## config.mk

```make
export PLATFORM = sky130hd
export DESIGN_NAME = spectrum_envelope_peak_hold
export DESIGN_NICKNAME = d
export VERILOG_FILES = /design/src/rtl/esph_pkg.sv /design/src/rtl/esph_div.sv /design/src/rtl/esph_mul.sv /design/src/rtl/spectrum_envelope_peak_hold.sv
export SDC_FILE = /design/constraint.sdc
export NUM_CORES = 2
export LEC_CHECK = 0
export BUFFER_PORTS_ARGS = -buffer_cell sky130_fd_sc_hd__buf_2
export CAP_MARGIN = 20
export CORE_ASPECT_RATIO = 1.4
export CORE_MARGIN = 3
export CORE_UTILIZATION = 63
export CTS_CLUSTER_DIAMETER = 30
export CTS_CLUSTER_SIZE = 12
export DETAILED_ROUTE_END_ITERATION = 7
export PLACE_DENSITY = 0.89
export SKIP_CTS_REPAIR_TIMING = 1
export SYNTH_ARGS = -nofsm -noshare
export SYNTH_HDL_FRONTEND = slang
export SYNTH_SLANG_ARGS = --single-unit
```

## constraint.sdc

```tcl
create_clock -name clk -period 15.2 [get_ports clk]
set_clock_uncertainty 0.05 [all_clocks]
set_input_delay 3.04 -clock clk [delete_from_list [all_inputs] [get_ports clk]]
set_output_delay 3.04 -clock clk [all_outputs]
set_load 0.05 [all_outputs]
```

## src/rtl/esph_pkg.sv

```systemverilog
package esph_pkg;

	// Default channel count per frame
	localparam int CHANNELS_DEF = 128;

	// Field widths
	localparam int COUNT_W     = 8;
	localparam int LEVEL_W     = 16;
	localparam int CHAN_W      = 7;
	localparam int CFG_INDEX_W = 3;
	localparam int CFG_DATA_W  = 16;

	// Serial step counter covers one level word
	localparam int STEP_W = $clog2(LEVEL_W);

	typedef logic [LEVEL_W-1:0] level_t;
	typedef logic [COUNT_W-1:0] count_t;

	// Configuration register indexes
	typedef enum logic [CFG_INDEX_W-1:0] {
		REG_SCAN_PASSES = 3'd0,
		REG_ATTACK_GAIN = 3'd1,
		REG_DECAY_GAIN  = 3'd2,
		REG_BLEED_GAIN  = 3'd3
	} cfg_reg_t;

	// Register reset values (Q0.16 gains: 0.6, 0.12, 0.02)
	localparam count_t SCAN_PASSES_RST = 8'd1;
	localparam level_t ATTACK_GAIN_RST = 16'd39322;
	localparam level_t DECAY_GAIN_RST  = 16'd7864;
	localparam level_t BLEED_GAIN_RST  = 16'd1311;

	// Full scale target
	localparam level_t LEVEL_FULL = 16'hFFFF;

endpackage

```

## src/rtl/esph_div.sv

```systemverilog
// Restoring divider, one quotient bit per cycle: quotient = (dividend << 16) / divisor.
// Valid only for dividend < divisor; other cases are handled by the caller.
module esph_div (
	input  logic                   clk,
	input  logic                   arst_n,
	input  logic                   start,
	input  esph_pkg::count_t       dividend,
	input  esph_pkg::count_t       divisor,
	output logic                   done,
	output esph_pkg::level_t       quotient
);

	logic [esph_pkg::COUNT_W-1:0] rem_q;
	esph_pkg::level_t             quo_q;
	logic [esph_pkg::STEP_W-1:0]  step_q;
	logic                         busy_q;
	logic                         done_q;

	logic [esph_pkg::COUNT_W:0]   rem_sh;
	logic                         ge;
	logic [esph_pkg::COUNT_W-1:0] rem_nx;

	// One trial subtraction per step
	always_comb begin
		rem_sh = {rem_q, 1'b0};
		ge     = (rem_sh >= {1'b0, divisor});
		rem_nx = ge ? esph_pkg::COUNT_W'(rem_sh - {1'b0, divisor})
		            : rem_sh[esph_pkg::COUNT_W-1:0];
	end

	// Step control
	always_ff @(posedge clk or negedge arst_n) begin
		if (!arst_n) begin
			busy_q <= 1'b0;
			step_q <= '0;
			done_q <= 1'b0;
		end else begin
			done_q <= 1'b0;
			if (start) begin
				busy_q <= 1'b1;
				step_q <= '0;
			end else if (busy_q) begin
				step_q <= step_q + 1'b1;
				if (step_q == esph_pkg::STEP_W'(esph_pkg::LEVEL_W - 1)) begin
					busy_q <= 1'b0;
					done_q <= 1'b1;
				end
			end
		end
	end

	// Remainder and quotient shift registers
	always_ff @(posedge clk) begin
		if (start) begin
			rem_q <= dividend;
			quo_q <= '0;
		end else if (busy_q) begin
			rem_q <= rem_nx;
			quo_q <= {quo_q[esph_pkg::LEVEL_W-2:0], ge};
		end
	end

	assign done     = done_q;
	assign quotient = quo_q;

endmodule

```

## src/rtl/esph_mul.sv

```systemverilog
// Shift-add multiplier, one gain bit per cycle: product = (multiplicand * gain) >> 16.
module esph_mul (
	input  logic             clk,
	input  logic             arst_n,
	input  logic             start,
	input  esph_pkg::level_t multiplicand,
	input  esph_pkg::level_t gain,
	output logic             done,
	output esph_pkg::level_t product
);

	esph_pkg::level_t            acc_q;
	esph_pkg::level_t            mcand_q;
	esph_pkg::level_t            gain_q;
	logic [esph_pkg::STEP_W-1:0] step_q;
	logic                        busy_q;
	logic                        done_q;

	logic [esph_pkg::LEVEL_W:0]  sum;

	// Add partial product, then drop the low bit
	always_comb begin
		sum = {1'b0, acc_q} + (gain_q[0] ? {1'b0, mcand_q} : '0);
	end

	// Step control
	always_ff @(posedge clk or negedge arst_n) begin
		if (!arst_n) begin
			busy_q <= 1'b0;
			step_q <= '0;
			done_q <= 1'b0;
		end else begin
			done_q <= 1'b0;
			if (start) begin
				busy_q <= 1'b1;
				step_q <= '0;
			end else if (busy_q) begin
				step_q <= step_q + 1'b1;
				if (step_q == esph_pkg::STEP_W'(esph_pkg::LEVEL_W - 1)) begin
					busy_q <= 1'b0;
					done_q <= 1'b1;
				end
			end
		end
	end

	// Accumulator and gain shift register
	always_ff @(posedge clk) begin
		if (start) begin
			acc_q   <= '0;
			mcand_q <= multiplicand;
			gain_q  <= gain;
		end else if (busy_q) begin
			acc_q  <= sum[esph_pkg::LEVEL_W:1];
			gain_q <= gain_q >> 1;
		end
	end

	assign done    = done_q;
	assign product = acc_q;

endmodule

```

## src/rtl/spectrum_envelope_peak_hold.sv

```systemverilog
// Envelope follower with peak hold over a frame of CHANNELS spectrum bins, one hit
// count per request in channel order. Each request keeps in_stall high from its
// acceptance until the block returns to idle, so no new request is accepted while one
// is in progress. A request passes through the bit-serial divider that normalizes the
// count by scan_passes, a state that picks the gain, the two bit-serial multipliers
// (smoothing and bleed, run side by side), and a final state that writes back and loads
// the output register, before the block is idle again and accepts the next request. A
// result waiting on out_stall holds the block in its final state only if the output
// register is still full. Levels are unsigned Q0.16; during the first frame after reset
// both levels load the normalized count directly. Registers are to be written only
// while idle; the block itself does not enforce this.
module spectrum_envelope_peak_hold #(
	parameter int CHANNELS = esph_pkg::CHANNELS_DEF
) (
	input  logic                                clk,
	input  logic                                arst_n,
	// Configuration
	input  logic                                cfg_we,
	input  logic [esph_pkg::CFG_INDEX_W-1:0]    cfg_index,
	input  logic [esph_pkg::CFG_DATA_W-1:0]     cfg_data,
	// Input channel
	input  logic                                in_valid,
	output logic                                in_stall,
	input  logic [esph_pkg::COUNT_W-1:0]        bin_count,
	// Output channel
	output logic                                out_valid,
	input  logic                                out_stall,
	output logic [esph_pkg::CHAN_W-1:0]         channel,
	output logic [esph_pkg::LEVEL_W-1:0]        smooth_level,
	output logic [esph_pkg::LEVEL_W-1:0]        hold_level,
	output logic                                last_of_frame
);

	localparam int PW = (CHANNELS > 1) ? $clog2(CHANNELS) : 1;

	typedef enum logic [4:0] {
		ST_IDLE = 5'b00001,
		ST_DIV  = 5'b00010,
		ST_PREP = 5'b00100,
		ST_MUL  = 5'b01000,
		ST_FIN  = 5'b10000
	} state_t;

	state_t                state_q;

	// Configuration registers
	esph_pkg::count_t      scan_passes_q;
	esph_pkg::level_t      attack_gain_q;
	esph_pkg::level_t      decay_gain_q;
	esph_pkg::level_t      bleed_gain_q;

	// Frame position
	logic [PW-1:0]         pos_q;
	logic                  primed_q;

	// Per-request working registers
	logic                  zero_q;
	logic                  sat_q;
	esph_pkg::level_t      smooth_rd_q;
	esph_pkg::level_t      hold_rd_q;
	esph_pkg::level_t      target_q;
	logic                  rise_q;
	logic                  hit_q;

	// Level stores
	esph_pkg::level_t      smooth_mem [CHANNELS];
	esph_pkg::level_t      hold_mem   [CHANNELS];

	// Output register
	logic                  out_valid_q;
	logic [esph_pkg::CHAN_W-1:0]  channel_q;
	esph_pkg::level_t      smooth_out_q;
	esph_pkg::level_t      hold_out_q;
	logic                  last_q;

	logic                  in_acc;
	logic                  fin_go;
	logic                  div_done;
	esph_pkg::level_t      quotient;
	esph_pkg::level_t      target;
	logic                  rise;
	esph_pkg::level_t      diff;
	esph_pkg::level_t      step_gain;
	logic                  mul_s_done;
	logic                  mul_h_done;
	esph_pkg::level_t      smooth_delta;
	esph_pkg::level_t      bleed_delta;
	esph_pkg::level_t      smooth_new;
	esph_pkg::level_t      hold_new;
	logic                  last;
	logic [PW+esph_pkg::CHAN_W-1:0] pos_ext;

	assign in_stall = (state_q != ST_IDLE);
	assign in_acc   = in_valid && (state_q == ST_IDLE);
	assign fin_go   = (state_q == ST_FIN) && (!out_valid_q || !out_stall);
	assign last     = (pos_q == PW'(CHANNELS - 1));
	assign pos_ext  = {{esph_pkg::CHAN_W{1'b0}}, pos_q};

	// Configuration write decoder
	always_ff @(posedge clk or negedge arst_n) begin
		if (!arst_n) begin
			scan_passes_q <= esph_pkg::SCAN_PASSES_RST;
			attack_gain_q <= esph_pkg::ATTACK_GAIN_RST;
			decay_gain_q  <= esph_pkg::DECAY_GAIN_RST;
			bleed_gain_q  <= esph_pkg::BLEED_GAIN_RST;
		end else if (cfg_we) begin
			unique case (cfg_index)
				esph_pkg::REG_SCAN_PASSES: scan_passes_q <= cfg_data[esph_pkg::COUNT_W-1:0];
				esph_pkg::REG_ATTACK_GAIN: attack_gain_q <= cfg_data;
				esph_pkg::REG_DECAY_GAIN:  decay_gain_q  <= cfg_data;
				esph_pkg::REG_BLEED_GAIN:  bleed_gain_q  <= cfg_data;
				default: ;
			endcase
		end
	end

	// Normalizing divider
	esph_div u_div (
		.clk      (clk),
		.arst_n   (arst_n),
		.start    (in_acc),
		.dividend (bin_count),
		.divisor  (scan_passes_q),
		.done     (div_done),
		.quotient (quotient)
	);

	// Target with zero-divisor and saturation cases, then gain selection
	always_comb begin
		if (zero_q)
			target = '0;
		else if (sat_q)
			target = esph_pkg::LEVEL_FULL;
		else
			target = quotient;
		rise      = (target > smooth_rd_q);
		diff      = rise ? (target - smooth_rd_q) : (smooth_rd_q - target);
		step_gain = rise ? attack_gain_q : decay_gain_q;
	end

	// Smoothing and bleed multipliers
	esph_mul u_mul_smooth (
		.clk          (clk),
		.arst_n       (arst_n),
		.start        (state_q == ST_PREP),
		.multiplicand (diff),
		.gain         (step_gain),
		.done         (mul_s_done),
		.product      (smooth_delta)
	);

	esph_mul u_mul_bleed (
		.clk          (clk),
		.arst_n       (arst_n),
		.start        (state_q == ST_PREP),
		.multiplicand (hold_rd_q),
		.gain         (bleed_gain_q),
		.done         (mul_h_done),
		.product      (bleed_delta)
	);

	// Level update
	always_comb begin
		if (!primed_q) begin
			smooth_new = target_q;
			hold_new   = target_q;
		end else begin
			smooth_new = rise_q ? (smooth_rd_q + smooth_delta) : (smooth_rd_q - smooth_delta);
			hold_new   = hit_q ? target_q : (hold_rd_q - bleed_delta);
		end
	end

	// Sequencer
	always_ff @(posedge clk or negedge arst_n) begin
		if (!arst_n) begin
			state_q  <= ST_IDLE;
			pos_q    <= '0;
			primed_q <= 1'b0;
		end else begin
			unique case (state_q)
				ST_IDLE: if (in_acc) state_q <= ST_DIV;
				ST_DIV:  if (div_done) state_q <= ST_PREP;
				ST_PREP: state_q <= ST_MUL;
				ST_MUL:  if (mul_s_done && mul_h_done) state_q <= ST_FIN;
				ST_FIN: begin
					if (fin_go) begin
						state_q <= ST_IDLE;
						if (last) begin
							pos_q    <= '0;
							primed_q <= 1'b1;
						end else begin
							pos_q <= pos_q + 1'b1;
						end
					end
				end
				default: state_q <= ST_IDLE;
			endcase
		end
	end

	// Request working registers
	always_ff @(posedge clk) begin
		if (in_acc) begin
			zero_q <= (scan_passes_q == '0);
			sat_q  <= (bin_count >= scan_passes_q);
		end
		if (state_q == ST_PREP) begin
			target_q <= target;
			rise_q   <= rise;
			hit_q    <= (target > hold_rd_q);
		end
	end

	// Level stores: read on accept, write back on completion
	always_ff @(posedge clk) begin
		if (in_acc) begin
			smooth_rd_q <= smooth_mem[pos_q];
			hold_rd_q   <= hold_mem[pos_q];
		end
		if (fin_go) begin
			smooth_mem[pos_q] <= smooth_new;
			hold_mem[pos_q]   <= hold_new;
		end
	end

	// Output register
	always_ff @(posedge clk or negedge arst_n) begin
		if (!arst_n) begin
			out_valid_q <= 1'b0;
		end else if (fin_go) begin
			out_valid_q <= 1'b1;
		end else if (!out_stall) begin
			out_valid_q <= 1'b0;
		end
	end

	always_ff @(posedge clk) begin
		if (fin_go) begin
			channel_q    <= pos_ext[esph_pkg::CHAN_W-1:0];
			smooth_out_q <= smooth_new;
			hold_out_q   <= hold_new;
			last_q       <= last;
		end
	end

	assign out_valid     = out_valid_q;
	assign channel       = channel_q;
	assign smooth_level  = smooth_out_q;
	assign hold_level    = hold_out_q;
	assign last_of_frame = last_q;

endmodule

```

==> flow_summary_export.csv, run 1 <==
group,metric,value,unit
global_routing,grt_overflow,13,
place,dp_cells,13100,
logic_synthesis,yosysMostFrequentCell,"edfxtp_1",
logic_synthesis,synth_top_cells_by_count,"edfxtp_1 (4260), nor2_1 (649), a221oi_1 (502), mux2i_1 (450), mux4_2 (439)",
outcome,stop_stage,"global routing (5_1_grt)",
logic_synthesis,ys_ff_latch,4396,
clock_tree,clk_path_buf_depth,4,
logic_synthesis,synth_top_area_frac,0.732,
floorplanning,die_y,629,um
outcome,status,"stopped before the end",
logic_synthesis,syn_nets,9916,
logic_synthesis,synthCells,9745,
outcome,error,"[ERROR GRT-0232] Routing congestion too high. Check the congestion heatmap in the GUI.",
floorplanning,rows,228,
floorplanning,io_pins,74,
global_routing,grtUsageTotal,0.628,
logic_synthesis,seq_area_frac_synth,0.751,
logic_synthesis,ys_async_sr_fraction,0.0200,
global_routing,antenna_found_initial,156,
place,io_buffers,73,
place,gp_congestion,1.02,
logic_synthesis,syn_area_per_cell,17.9,sq um
logic_synthesis,yosys_most_used_dff,"edfxtp_1",
floorplanning,dieWidth,451,um
global_routing,grt_max_degree,123,
clock_tree,clock_sinks,4396,
logic_synthesis,netlist_area,175000,sq um
logic_synthesis,synth_area_leaders,"edfxtp_1 (73%), mux4_2 (5.7%), mux2i_1 (2.6%)",
clock_tree,cts_buffers,489,
logic_synthesis,synth_top_cell_by_area,"edfxtp_1",
clock_tree,htreeDepth,5,
floorplanning,initial_core_util,0.634,
logic_synthesis,synth.distinct_cells,90,
logic_synthesis,ys_warn_count,0,
logic_synthesis,synth_edf_count,4260,
place,dp_hpwl,319,mm
clock_tree,cts-root-buf,"clkbuf_16",
[per-stage QoR]
| stage | setup WS [ps] | instance area, sq um |
|---|---|---|
| floorplan | 4610 | 175000 |
| global placement | 8370 | 179000 |
| detailed placement | 8230 | 180000 |
| CTS | 8770 | 195000 |
[layer usage]
| layer | GRT overflow | GRT usage |
|---|---|---|
| met5 | 0 | 0.416 |
| met4 | 5 | 0.595 |
| met3 | 5 | 0.542 |
| met2 | 3 | 0.773 |
| met1 | 0 | 0.585 |
[cells by family after synthesis]
family                   count (synthesis)  share of synthesized area
flip-flops                            4396                      0.751
AO/OA/AOI/OAI                         1873                     0.0769
AND/OR/NAND/NOR                       1347                     0.0327
multiplexers                          1183                      0.102
buffers and inverters                  716                     0.0228
adder cells (fa/ha/maj)                139                     0.0103
XOR/XNOR                                91                    0.00456
==> inputs of run 2 (changes only) <==
- CORE_ASPECT_RATIO: 1.4 -> not set
- CORE_UTILIZATION: 63 -> 40
- CTS_CLUSTER_DIAMETER: 30 -> not set
- CTS_CLUSTER_SIZE: 12 -> not set
- PLACE_DENSITY: 0.89 -> not set
- PLACE_DENSITY_LB_ADDON: not set -> 0.15
==> flow_summary_export.csv, run 2 <==
group,metric,value,unit
power_and_ir_drop,max-vdd-ir-drop,0.644,mV
sta,finalSetupTns,0,ps
logic_synthesis,synth.distinct_cells,90,
floorplanning,dieWidth,667,um
outcome,status,"finished, final reports clean",
logic_synthesis,synth_top_cells_by_count,"edfxtp_1 (4260), nor2_1 (649), a221oi_1 (502), mux2i_1 (450), mux4_2 (439)",
power_and_ir_drop,pwr-share-seq,0.486,
critical_path,critical_path_class,"reg2reg",
hold_path,min_path_cells,1,
logic_synthesis,synthCells,9745,
logic_synthesis,yosysMostFrequentCell,"edfxtp_1",
power_and_ir_drop,clockPowerShare,0.291,
global_routing,grt_max_degree,130,
logic_synthesis,ys_async_sr_fraction,0.0200,
critical_path,cp-end-kind,"register",
clock_tree,clock_sinks,4396,
drt,wl_per_cell,37.8,um
floorplanning,core-area,435000,sq um
drt,viasPerCell,6.27,
floorplanning,io_pins,74,
final_layout,final_common_cell,"edfxtp_1",
place,dp_hpwl,354,mm
global_routing,grt_pass1_wl,834,mm
sta,maxSlewViolCount,0,
sta,slew_headroom,0.0665,
drt,drcViolationCount,0,
sta,finalCriticalPeriod,6230,ps
sta,hold_viol,0,
final_layout,drive_above_1_share,0.201,
floorplanning,initial_core_util,0.402,
final_layout,final_cells,16200,
place,dp_cells,15400,
logic_synthesis,synth_top_cell_by_area,"edfxtp_1",
final_layout,area.growth.synth_to_final,13.4,%
clock_tree,clk_pin_slew_worst_paths,70,ps
global_routing,first_global_vias,97700,
drt,detail_route.iter0.violations,16000,
critical_path,crit_path_max_fanout,42,
logic_synthesis,netlist_area,175000,sq um
sta,period_share,0.410,
floorplanning,rows,242,
drt,drt_pass1_iterations,8,
critical_path,reg2regPathDepth,12,
logic_synthesis,ys_warn_count,0,
sta,fmax,160,MHz
critical_path,cp-start-kind,"register",
power_and_ir_drop,p_per_area,188,nW/um^2
sta,hold_ws,429,ps
global_routing,antenna_found_initial,67,
final_layout,multi_input_area,41200,sq um
clock_tree,cts_tree,"built",
drt,met1Wirelength,246,mm
hold_path,hp-class,"reg2reg",
critical_path,critPathArrivalTime,6880,ps
drt,wl_met2,274,mm
place,gp_congestion,0.874,
logic_synthesis,synth_edf_count,4260,
final_layout,nets,10300,
power_and_ir_drop,p_leak,62.5,nW
logic_synthesis,syn_nets,9916,
final_layout,reg_top3,"hold_mem (2048), smooth_mem (2048)",
global_routing,grt_overflow,0,
drt,antenna_left,0,
final_layout,fill_cells,37200,
sta,rsz0062_at_grt,"false",
sta,worstMarginPinSlew,1400,ps
logic_synthesis,synth_top_area_frac,0.732,
final_layout,final-seq-area,131000,sq um
clock_tree,clk_path_buf_depth,4,
logic_synthesis,ys_ff_latch,4396,
logic_synthesis,yosys_most_used_dff,"edfxtp_1",
clock_tree,cts_buffers,456,
critical_path,critPathRequiredTime,15850,ps
floorplanning,die_area,445000,sq um
drt,vias,102000,
drt,routed_wl,614,mm
power_and_ir_drop,intPower,25.3,mW
power_and_ir_drop,combPwrFrac,0.224,
logic_synthesis,syn_area_per_cell,17.9,sq um
drt,wl_met3,66.4,mm
logic_synthesis,seq_area_frac_synth,0.751,
sta,finalSetupViolCount,0,
place,io_buffers,73,
global_routing,grtUsageTotal,0.270,
clock_tree,cts-root-buf,"clkbuf_16",
final_layout,layout_common_cells,"edfxtp_1 (4260), nor2_1 (513), a221oi_1 (502)",
clock_tree,clock_latency,1030,ps
power_and_ir_drop,power_switching,12.0,mW
drt,routed.top_layer,"met5",
logic_synthesis,synth_area_leaders,"edfxtp_1 (73%), mux4_2 (5.7%), mux2i_1 (2.6%)",
power_and_ir_drop,p_sw_frac,0.323,
run,maxCapViolCount,0,
clock_tree,htreeDepth,5,
floorplanning,die_y,667,um
==> run 2: metrics by stage <==
step	instance area (sq um)	setup WS [ps]	util	total power, mW
floorplan	175000	4610	-	22.1
global placement	183000	8750	0.422	26.3
detailed placement	184000	8860	0.422	26.6
CTS	198000	8950	0.455	37.4
global route	198000	8920	0.455	38.3
finish	198000	8970	0.456	37.3
==> run 2: logic make-up after synthesis <==
group,after synthesis,share of synthesized area
XOR/XNOR,91,0.00456
multiplexers,1183,0.102
adder cells (fa/ha/maj),139,0.0103
AND/OR/NAND/NOR,1347,0.0327
buffers and inverters,716,0.0228
AO/OA/AOI/OAI,1873,0.0769
flip-flops,4396,0.751
==> run 2: power by group through the flow <==
stage / registers [mW] / clock network [mW] / logic, mW
2_1_floorplan: 18.7 / 0 / 3.46
4_1_cts: 18.1 / 11.0 / 8.26
3_3_place_gp: 18.3 / 0 / 7.91
3_5_place_dp: 18.4 / 0 / 8.26
6_report: 18.1 / 10.8 / 8.35
5_1_grt: 18.1 / 11.5 / 8.73
==> run 2: critical path, cell delays in order, from the launching register on <==
cell and delay (ps):
dfrtp_4 730, buf_4 520, buf_4 480, buf_4 620, buf_4 710, mux2i_1 270, nor2_1 60, a21oi_1 170
o22ai_1 110, a21oi_1 750, o22ai_1 200, nor3_1 900, o211ai_1 210
==> run 2: layout make-up <==
| class | count | share of cell area |
|---|---|---|
| clock buffers | 582 | 0.0607 |
| diodes | 36 | 0.000455 |
| multi-input cells | 4633 | 0.208 |
| repair buffers | 501 | 0.0198 |
| well taps | 5734 | 0.0362 |
| flip-flops and latches | 4396 | 0.662 |
| clock inverters | 249 | 0.0110 |
| inverters | 103 | 0.00208 |
==> run 2: path summary, 6_finish.rpt <==
check                           start               end  slack (ps)
setup reg to reg             pos_q[1]     hold_rd_q[13]        8970
max in group asynchronous      arst_n  scan_passes_q[7]       11920
min in group asynchronous      arst_n          primed_q        1890
hold / removal             u_div.done        state_q[1]         430
hold reg to reg            u_div.done        state_q[1]         430
setup / recovery             pos_q[1]     hold_rd_q[13]        8970
==> run 2: per-layer routing <==
layer | GRT usage | vias up
li1 | - | 40400
met4 | 0.107 | 18
met3 | 0.0644 | 1048
met2 | 0.408 | 6087
met1 | 0.379 | 54300
met5 | 0 | -
No activity file was read; power rests on OpenSTA's default activity.
